`src/hdl/lua_comment_blanker_macros.svh`:
```
// Assertion macros for the comment blanking filter.
`ifndef LUA_COMMENT_BLANKER_MACROS_SVH
`define LUA_COMMENT_BLANKER_MACROS_SVH

`ifndef SYNTHESIS
`define LCB_ASSERT_IMP(label, ante, cons) \
  label: assert property (@(posedge clk) disable iff (!rst_n) (ante) |-> (cons)) \
    else $error("lua_comment_blanker: same-cycle check failed");
`define LCB_ASSERT_NXT(label, ante, cons) \
  label: assert property (@(posedge clk) disable iff (!rst_n) (ante) |=> (cons)) \
    else $error("lua_comment_blanker: next-cycle check failed");
`else
`define LCB_ASSERT_IMP(label, ante, cons)
`define LCB_ASSERT_NXT(label, ante, cons)
`endif

`endif

```
`src/hdl/lcb_pkg.sv`:
```
// Shared types, character codes and word builders for the comment blanker.
package lcb_pkg;

  localparam int MAX_LEVEL_DEF = 255;

  localparam logic [7:0] CH_DASH   = 8'h2D;
  localparam logic [7:0] CH_LBRACK = 8'h5B;
  localparam logic [7:0] CH_EQUAL  = 8'h3D;
  localparam logic [7:0] CH_RBRACK = 8'h5D;
  localparam logic [7:0] CH_BSLASH = 8'h5C;
  localparam logic [7:0] CH_NL     = 8'h0A;
  localparam logic [7:0] CH_SPACE  = 8'h20;
  localparam logic [7:0] CH_SQUOTE = 8'h27;
  localparam logic [7:0] CH_DQUOTE = 8'h22;

  typedef struct packed {
    logic       kind;
    logic [7:0] source_byte;
  } in_word_t;

  typedef struct packed {
    logic [7:0] text_byte;
    logic       is_status;
    logic       success;
    logic       last;
  } out_word_t;

  typedef struct packed {
    logic [1:0] cnt;
    out_word_t  w0;
    out_word_t  w1;
  } res_bundle_t;

  function automatic out_word_t mk_text(input logic [7:0] b);
    out_word_t w;
    w.text_byte = b;
    w.is_status = 1'b0;
    w.success   = 1'b0;
    w.last      = 1'b0;
    return w;
  endfunction

  function automatic out_word_t mk_status(input logic ok);
    out_word_t w;
    w.text_byte = 8'h00;
    w.is_status = 1'b1;
    w.success   = ok;
    w.last      = 1'b0;
    return w;
  endfunction

endpackage

```
`src/hdl/lcb_scanner.sv`:
```
// Scan state registers and per-word result logic of the comment blanker.
module lcb_scanner #(
  parameter int MaxLevel = lcb_pkg::MAX_LEVEL_DEF
) (
  input  logic                clk,
  input  logic                rst_n,
  input  logic                acc,
  input  lcb_pkg::in_word_t   in_word,
  output lcb_pkg::res_bundle_t res
);

  localparam int LW = $clog2(MaxLevel + 1);

  localparam logic [2:0] MODE_NORMAL  = 3'd0;
  localparam logic [2:0] MODE_STRING  = 3'd1;
  localparam logic [2:0] MODE_ESCAPE  = 3'd2;
  localparam logic [2:0] MODE_DASHES  = 3'd3;
  localparam logic [2:0] MODE_BRACKET = 3'd4;
  localparam logic [2:0] MODE_SHORT   = 3'd5;
  localparam logic [2:0] MODE_LONG    = 3'd6;

  logic [2:0]    mode_r, mode_nxt;
  logic          dquote_r, dquote_nxt;
  logic          dash_r, dash_nxt;
  logic [LW-1:0] open_r, open_nxt;
  logic          cand_r, cand_nxt;
  logic [LW-1:0] left_r, left_nxt;
  logic          saw_r, saw_nxt;

  logic [7:0]          c;
  logic                ok;
  lcb_pkg::res_bundle_t r;

  assign c = in_word.source_byte;

  always_comb begin
    mode_nxt   = mode_r;
    dquote_nxt = dquote_r;
    dash_nxt   = dash_r;
    open_nxt   = open_r;
    cand_nxt   = cand_r;
    left_nxt   = left_r;
    saw_nxt    = saw_r;
    ok         = saw_r;
    r.cnt      = 2'd0;
    r.w0       = lcb_pkg::mk_text(lcb_pkg::CH_SPACE);
    r.w1       = lcb_pkg::mk_text(lcb_pkg::CH_SPACE);
    if (in_word.kind) begin
      if (dash_r) begin
        r.w0  = lcb_pkg::mk_text(lcb_pkg::CH_DASH);
        r.cnt = 2'd1;
      end else if (mode_r inside {MODE_DASHES, MODE_BRACKET, MODE_SHORT}) begin
        r.w0  = lcb_pkg::mk_text(lcb_pkg::CH_NL);
        r.cnt = 2'd1;
      end else if (mode_r == MODE_LONG) begin
        ok = 1'b0;
      end
      if (r.cnt == 2'd0) begin
        r.w0  = lcb_pkg::mk_status(ok);
        r.cnt = 2'd1;
      end else begin
        r.w1  = lcb_pkg::mk_status(ok);
        r.cnt = 2'd2;
      end
      mode_nxt   = MODE_NORMAL;
      dquote_nxt = 1'b0;
      dash_nxt   = 1'b0;
      open_nxt   = '0;
      cand_nxt   = 1'b0;
      left_nxt   = '0;
      saw_nxt    = 1'b0;
    end else begin
      saw_nxt = 1'b1;
      r.cnt   = 2'd1;
      case (mode_r)
        MODE_STRING: begin
          if (c == lcb_pkg::CH_BSLASH) begin
            mode_nxt = MODE_ESCAPE;
          end else if (c == (dquote_r ? lcb_pkg::CH_DQUOTE : lcb_pkg::CH_SQUOTE)) begin
            mode_nxt = MODE_NORMAL;
          end
          r.w0 = lcb_pkg::mk_text(c);
        end
        MODE_ESCAPE: begin
          mode_nxt = MODE_STRING;
          r.w0     = lcb_pkg::mk_text(c);
        end
        MODE_DASHES, MODE_BRACKET, MODE_SHORT: begin
          if (mode_r == MODE_DASHES && c == lcb_pkg::CH_LBRACK) begin
            mode_nxt = MODE_BRACKET;
            open_nxt = '0;
          end else if (mode_r == MODE_BRACKET && c == lcb_pkg::CH_EQUAL) begin
            if (open_r < LW'(MaxLevel)) begin
              open_nxt = open_r + LW'(1);
            end
          end else if (mode_r == MODE_BRACKET && c == lcb_pkg::CH_LBRACK) begin
            mode_nxt = MODE_LONG;
            cand_nxt = 1'b0;
            left_nxt = '0;
          end else if (c == lcb_pkg::CH_NL) begin
            mode_nxt = MODE_NORMAL;
            r.w0     = lcb_pkg::mk_text(lcb_pkg::CH_NL);
          end else begin
            mode_nxt = MODE_SHORT;
          end
        end
        MODE_LONG: begin
          if (c == lcb_pkg::CH_EQUAL) begin
            if (cand_r) begin
              if (left_r == '0) begin
                cand_nxt = 1'b0;
              end else begin
                left_nxt = left_r - LW'(1);
              end
            end
          end else if (c == lcb_pkg::CH_RBRACK) begin
            if (cand_r && left_r == '0) begin
              mode_nxt = MODE_NORMAL;
              cand_nxt = 1'b0;
            end else begin
              cand_nxt = 1'b1;
              left_nxt = open_r;
            end
          end else begin
            cand_nxt = 1'b0;
          end
          if (c == lcb_pkg::CH_NL) begin
            r.w0 = lcb_pkg::mk_text(lcb_pkg::CH_NL);
          end
        end
        default: begin
          mode_nxt = MODE_NORMAL;
          if (dash_r) begin
            dash_nxt = 1'b0;
            r.cnt    = 2'd2;
            if (c == lcb_pkg::CH_DASH) begin
              mode_nxt = MODE_DASHES;
            end else begin
              r.w0 = lcb_pkg::mk_text(lcb_pkg::CH_DASH);
              r.w1 = lcb_pkg::mk_text(c);
              if (c == lcb_pkg::CH_SQUOTE || c == lcb_pkg::CH_DQUOTE) begin
                mode_nxt   = MODE_STRING;
                dquote_nxt = (c == lcb_pkg::CH_DQUOTE);
              end
            end
          end else if (c == lcb_pkg::CH_DASH) begin
            dash_nxt = 1'b1;
            r.cnt    = 2'd0;
          end else begin
            r.w0 = lcb_pkg::mk_text(c);
            if (c == lcb_pkg::CH_SQUOTE || c == lcb_pkg::CH_DQUOTE) begin
              mode_nxt   = MODE_STRING;
              dquote_nxt = (c == lcb_pkg::CH_DQUOTE);
            end
          end
        end
      endcase
    end
    if (r.cnt == 2'd1) begin
      r.w0.last = 1'b1;
    end
    if (r.cnt == 2'd2) begin
      r.w1.last = 1'b1;
    end
  end

  assign res = r;

  always_ff @(posedge clk) begin
    if (!rst_n) begin
      mode_r   <= MODE_NORMAL;
      dquote_r <= 1'b0;
      dash_r   <= 1'b0;
      open_r   <= '0;
      cand_r   <= 1'b0;
      left_r   <= '0;
      saw_r    <= 1'b0;
    end else if (acc) begin
      mode_r   <= mode_nxt;
      dquote_r <= dquote_nxt;
      dash_r   <= dash_nxt;
      open_r   <= open_nxt;
      cand_r   <= cand_nxt;
      left_r   <= left_nxt;
      saw_r    <= saw_nxt;
    end
  end

endmodule

```
`src/hdl/lcb_out_buf.sv`:
```
// Two-word result register: head drives the output, second slot holds an overflow word.
module lcb_out_buf (
  input  logic                 clk,
  input  logic                 rst_n,
  input  logic                 push,
  input  lcb_pkg::res_bundle_t res,
  output logic                 can_push,
  output logic                 spare_busy,
  output logic                 out_valid,
  input  logic                 out_ready,
  output lcb_pkg::out_word_t   out_data
);

  logic               v0_r, v0_nxt;
  logic               v1_r, v1_nxt;
  lcb_pkg::out_word_t d0_r, d0_nxt;
  lcb_pkg::out_word_t d1_r, d1_nxt;
  logic               pop;

  assign pop      = v0_r && out_ready;
  assign can_push = !v1_r && (!v0_r || out_ready);

  always_comb begin
    v0_nxt = v0_r;
    v1_nxt = v1_r;
    d0_nxt = d0_r;
    d1_nxt = d1_r;
    if (push && res.cnt != 2'd0) begin
      v0_nxt = 1'b1;
      d0_nxt = res.w0;
      v1_nxt = (res.cnt == 2'd2);
      d1_nxt = res.w1;
    end else if (pop) begin
      v0_nxt = v1_r;
      d0_nxt = d1_r;
      v1_nxt = 1'b0;
    end
  end

  always_ff @(posedge clk) begin
    if (!rst_n) begin
      v0_r <= 1'b0;
      v1_r <= 1'b0;
    end else begin
      v0_r <= v0_nxt;
      v1_r <= v1_nxt;
    end
  end

  always_ff @(posedge clk) begin
    d0_r <= d0_nxt;
    d1_r <= d1_nxt;
  end

  assign out_valid  = v0_r;
  assign out_data   = d0_r;
  assign spare_busy = v1_r;

endmodule

```
`src/hdl/lua_comment_blanker.sv`:
```
// Top level of the Lua comment blanking filter.
// Usage:
//   in_data carries one word per handshake: kind 0 is a source byte, kind 1 ends the text.
//   out_data carries text bytes with comments turned into spaces (newlines kept),
//   and after each end word a status word (is_status 1, success 0 on empty text or
//   an open long comment). last marks the final word caused by one input word.
//   A word's first result is registered into the head of the result register at the edge that accepts it.
//   Throughput: one input word per cycle while each gives at most one result and the receiver takes each word.
//   A word that gives two results fills the second slot of the result register;
//   in_ready stays low until that word moves up to the head.
//   A held dash gives no result until the next word decides it.
//   in_ready follows out_ready combinationally: a full head register frees when
//   the receiver takes its word, so a stalled receiver holds in_ready low.
//   Reset (rst_n low, synchronous) empties the result register and returns the
//   scanner to plain code; each end word also returns it there.
module lua_comment_blanker #(
  parameter int MAX_LEVEL = lcb_pkg::MAX_LEVEL_DEF
) (
  input  logic               clk,
  input  logic               rst_n,
  input  logic               in_valid,
  output logic               in_ready,
  input  lcb_pkg::in_word_t  in_data,
  output logic               out_valid,
  input  logic               out_ready,
  output lcb_pkg::out_word_t out_data
);

`include "lua_comment_blanker_macros.svh"

  logic                 acc;
  logic                 can_push;
  logic                 spare_busy;
  lcb_pkg::res_bundle_t res;

  assign in_ready = can_push;
  assign acc      = in_valid && can_push;

  lcb_scanner #(
    .MaxLevel(MAX_LEVEL)
  ) u_scanner (
    .clk     (clk),
    .rst_n   (rst_n),
    .acc     (acc),
    .in_word (in_data),
    .res     (res)
  );

  lcb_out_buf u_out_buf (
    .clk        (clk),
    .rst_n      (rst_n),
    .push       (acc),
    .res        (res),
    .can_push   (can_push),
    .spare_busy (spare_busy),
    .out_valid  (out_valid),
    .out_ready  (out_ready),
    .out_data   (out_data)
  );

  `LCB_ASSERT_NXT(a_end_gives_word, acc && in_data.kind, out_valid)
  `LCB_ASSERT_IMP(a_status_is_last, out_valid && out_data.is_status, out_data.last)
  `LCB_ASSERT_IMP(a_status_no_text, out_valid && out_data.is_status, out_data.text_byte == 8'h00)
  `LCB_ASSERT_IMP(a_spare_blocks_in, spare_busy, !in_ready && out_valid)

endmodule

```
`config.mk`:
```
export PLATFORM = sky130hd
export DESIGN_NAME = lua_comment_blanker
export DESIGN_NICKNAME = d
export VERILOG_FILES = /design/src/hdl/lcb_pkg.sv /design/src/hdl/lcb_scanner.sv /design/src/hdl/lcb_out_buf.sv /design/src/hdl/lua_comment_blanker.sv
export VERILOG_INCLUDE_DIRS = /design/src /design/src/hdl
export SDC_FILE = /design/constraint.sdc
export NUM_CORES = 1
export LEC_CHECK = 0
export BUFFER_PORTS_ARGS = -buffer_cell sky130_fd_sc_hd__buf_4
export CAP_MARGIN = 40
export CORE_UTILIZATION = 40
export DETAILED_ROUTE_END_ITERATION = 7
export PLACE_DENSITY = 0.68
export SYNTH_ARGS = -nofsm -noshare
export SYNTH_HDL_FRONTEND = slang
export SYNTH_HIERARCHICAL = 1
export SYNTH_SLANG_ARGS = --single-unit
```
`constraint.sdc`:
```
create_clock -name clk -period 3.2 [get_ports clk]
set_input_delay 0 -clock clk [delete_from_list [all_inputs] [get_ports clk]]
set_output_delay 0 -clock clk [all_outputs]
set_load 0.05 [all_outputs]
```
* Word level (Yosys, flattened, before mapping)
Index checks and enable logic that the tools add are counted.
Storage, ports and cells: flip-flop bits (word level) 47, output and inout port bits 13, logic and storage cells 161
Operators by class: add/sub/neg operators 2, $lt $le $gt $ge 1, eq/ne operators 31, mux-type cells 79, reduce and logical (&&, ||, !) cells 31
Operators by type and width (count):
- $mux 8 | 14
- $mux 11 | 9
- $mux 3 | 14
- $mux 13 | 3
- $pmux 11 s3 | 1
- $eq 8x6->1 const B | 4
- $mux 1 | 28
- $eq 8x7->1 const B | 3
- $mux 24 | 1
- $mux 18 | 1
- $mux 9 | 2
- $pmux 8 s2 | 1
- $ne 3x3->1 const B | 5
- $mux 12 | 1
- $ne 4x4->1 const B | 3
- $pmux 3 s4 | 1
- $reduce_bool 3->1 | 4
- $eq 3x3->1 const B | 3
- $reduce_and 9->1 | 1
- $add 8x1->8 const B | 1
- $eq 8x4->1 const B | 1
- $eq 8x8->1 | 1
- $logic_and 1x1->1 | 8
- $logic_not 8->1 | 1
- other kinds (24) | 33

* Depth between registers and ports, before layout
depth after elaboration 11, mapped depth 10, depth with buffers taken out 8

* Modules after synthesis
The synthesis kept the hierarchy.
Modules (own cells, without submodules):
- lcb_scanner | instances 1, cells each 282, area each 2123.3 um2, seq. area each 460.4 um2
- lcb_out_buf | instances 1, cells each 48, area each 929.6 um2, seq. area each 700.7 um2
- lua_comment_blanker | instances 1, cells each 1, area each 6.3 um2, seq. area each 0.0 um2

* Worst setup path after synthesis
No wires, ideal clock.
kind reg-to-reg, start point reg u_out_buf.v0_r (netlist: u_out_buf/out_valid), end point reg u_scanner.open_r[4], library setup time 70 ps, arrival time 2922 ps, slack 208 ps, stages on the path, launching flop included 8, path buffers 2, clock period less this slack 2992 ps, cells stage by stage dfxtp_1 a21oi_1 and2_1 clkbuf_1 o31ai_1 buf_2 or4_1 a21oi_1
On the way: word-level cells in the longest chain between the ends 5
RTL lines:
- start, declared | RTL line lcb_out_buf.sv:14 | logic v0_r, v0_nxt;
- start signal, assigned | RTL line lcb_out_buf.sv:45 | v0_r <= v0_nxt;
- $logic_not 1->1 | RTL line lcb_out_buf.sv:21 | assign can_push = !v1_r && (!v0_r || out_ready);
- $logic_or 1x1->1 | RTL line lcb_out_buf.sv:21
- $logic_and 1x1->1 | RTL line lcb_out_buf.sv:21
- named net in_ready | RTL line lua_comment_blanker.sv:22 | output logic in_ready,
- $logic_and 1x1->1 | RTL line lua_comment_blanker.sv:37 | assign acc = in_valid && can_push;
- named net acc | RTL line lua_comment_blanker.sv:31 | logic acc;
- $reduce_and 4->1 (no source line)
- end signal, assigned | RTL line lcb_scanner.sv:182 | open_r <= open_nxt;
- end, declared | RTL line lcb_scanner.sv:25 | logic [LW-1:0] open_r, open_nxt;
The timed path passes the listed nets, and every way through them passes these cells. A chain may end at the register's enable or synchronous reset.

==> metrics.yaml <==
postCtsSetupBuffers: 0
core_region_area_um2: 7330
synthTopCellsByCount: "nand2_1 (38), dfxtp_1 (25), nor2_1 (25)"
setup_violations: 0
htreeDepth: 2
syn_area_um2: 3060
overflow: 0
critical_path_class: "register to register"
grt_pass1_wl_mm: 11.0
wl_per_cell_um: 15.2
vias_per_cell: 5.67
nNetsFinal: 366
grt_max_degree: 18
syn_nets: 347
hold_path.class: "input pin to register"
fin_crit_sh_pct: 91.4
grt.busiest_layer: "met2"
yosysMostFrequentCell: "nand2_1"
postCtsHoldBufs: 0
synth_area_leaders: "edfxtp_1 (22%), dfxtp_1 (16%), nand2_1 (4.7%)"
fin_worst_skew_ns: 0.00799
async_reset_ff_share_pct: 0
max_freq_mhz: 342
clock-sinks: 47
rsz0062_at_grt: "false"
die_w_um: 89.5
dpl.hpwl_mm: 5.06
gp_congestion: 0.868
synth_ff_type: "dfxtp_1"
outcome: "complete, no violations"
worstSkewPairLatency_ns: 0.30
vias: 2550
yosysUniqueCellTypes: 72
critPathLaunchType: "register"
cap_viol_max_count: 0
report.final.slew_viol_count: 0
layout_min_cycle_time_ns: 2.92
powerDensity_nw_per_um2: 386
grt_pass1_vias: 2276
initial_core_util_pct: 41.7
ios: 26
cts_tree: "done"
netlist_instances: 331
insertedDiodeCount: 0
grt_util_met1_pct: 25.5
synth.avg_cell_area_um2: 9.24
dr.pass1.iters: 5
synth_edf_count: 22
gr-usage-all-layers_pct: 18.1
cts_root_buf: "clkbuf_8"
rows: 31
crit_fanout: 14
slew_headroom_pct: 52.9
ir_drop_v: 0.000171
hold_violations: 0
end_kind: "register"
synth_seq_cells: 47
globalRouteMet2Util_pct: 28.9
worst_pin_slew_ns: 0.701
drc: 0
cts_inserted_buffers: 5
ant_nets: 0
die_y_um: 89.5
clockBufferDepth: 2
worstPathRequired_ns: 3.16
drive_gt1_share_pct: 18.8
cp.arrival_ns: 2.88
synth_largest_area_cell: "edfxtp_1"
ys_warn_count: 6
grt_antenna_before_repair: 0
port_buffers: 25
worst_hold_slack_ns: 0.0330
wirelength_mm: 6.84
ctsResizeCount: 0
dr.first_iter.drc_count: 151
clk_pin_slew_ns: 0.10
fp.dieArea_um2: 8000
p_leak_nw: 1.30
area_delta_synth_final_pct: 12.1
synth.top_cell.area_share_pct: 21.6
use_met3_pct: 2.59
seq_area_frac_synth_pct: 38.0
fin_setup_tns_ns: 0
final cells by class:
cell class              instances  area [um^2]
flip-flops and latches         47         1160
well taps                      99          124
clock buffers                   5         68.8
multi-input cells             256         1770
clock inverters                 3         47.5
fillers                       688         3900
repair buffers                 28          210
inverters                      12         45.0
final timing paths:
| path | startpoint | end | slack (ns) | depth (start not counted) |
|---|---|---|---|---|
| hold reg to reg | u_scanner/open_r[7] | u_scanner/open_r[7] | 0.50 | 2 |
| hold / removal | rst_n | u_out_buf/spare_busy | 0.03 | 3 |
| setup / recovery | u_scanner/mode_r[0] | u_out_buf/out_data[0] | 0.28 | 7 |
| setup reg to reg | u_scanner/mode_r[0] | u_out_buf/out_data[0] | 0.28 | 7 |
power by group:
part	switching, mW	leakage (nW)	total, mW	internal, mW
logic	0.137	0.820	0.208	0.0712
clock network	0.215	0.0587	0.452	0.237
registers	0.00853	0.420	0.663	0.654
total	0.361	1.30	1.32	0.962
sequential cells by signal, summed over array words and instances (netlist names):
name and count:
u_scanner/saw_r 1, u_scanner/cand_r 1, u_out_buf/out_valid 1, u_out_buf/spare_busy 1, u_scanner/dash_r 1, u_scanner/mode_r 3, u_scanner/open_r 8, u_scanner/dquote_r 1
u_out_buf/out_data 11, u_out_buf/d1_r 11, u_scanner/left_r 8
cells in the final DEF, fill, tap and decap left out, types with 9 or more instances in the layout:
master    count
nand2_1      38
buf_4        28
nor2_1       25
dfxtp_1      25
edfxtp_1     22
a21oi_1      20
inv_1        11
and2_1       10
o31ai_1      10
o21ai_0       9
and3_1        9
metrics by stage:
| stage | cell area [um^2] | cells | setup WS (ns) | util [%] | power (mW) |
|---|---|---|---|---|---|
| floorplan | 3060 | 331 | 0.208 | - | 0.821 |
| global placement | 3310 | 442 | 0.426 | 45.2 | 0.882 |
| detailed placement | 3310 | 442 | 0.315 | 45.2 | 0.885 |
| CTS | 3430 | 450 | 0.284 | 46.8 | 1.34 |
| global route | 3430 | 450 | 0.0279 | 46.8 | 1.38 |
| finish | 3430 | 450 | 0.277 | 46.8 | 1.32 |
logic make-up (layout without fill, tap and decap cells):
| logic type | Yosys count | count (layout) | synth area share [%] |
|---|---|---|---|
| AOI/OAI and AO/OA | 76 | 76 | 17.5 |
| xor gates and xnor gates | 10 | 10 | 2.86 |
| adders and majority gates | 3 | 3 | 1.23 |
| buffers and inverters | 28 | 48 | 4.13 |
| DFF | 47 | 47 | 38.0 |
| muxes | 18 | 18 | 7.20 |
| and+or+nand+nor | 149 | 149 | 29.2 |
critical path: stages (launching register included):
cell and delay, ns:
dfxtp_1 0.43, or3_1 0.45, nand2_1 0.13, and3_1 0.31, nand2b_1 0.26, nor2_1 0.12
o21ai_4 0.47, nand2_1 0.40
metal layers:
| metal | part of all wire (%) | wire (um) |
|---|---|---|
| met1 | 47 | 3200 |
| met2 | 48 | 3260 |
| met3 | 4.5 | 307 |
| met4 | 1.0 | 71 |
| met5 | 0 | 0 |
Power figures use the tool's default switching activity.
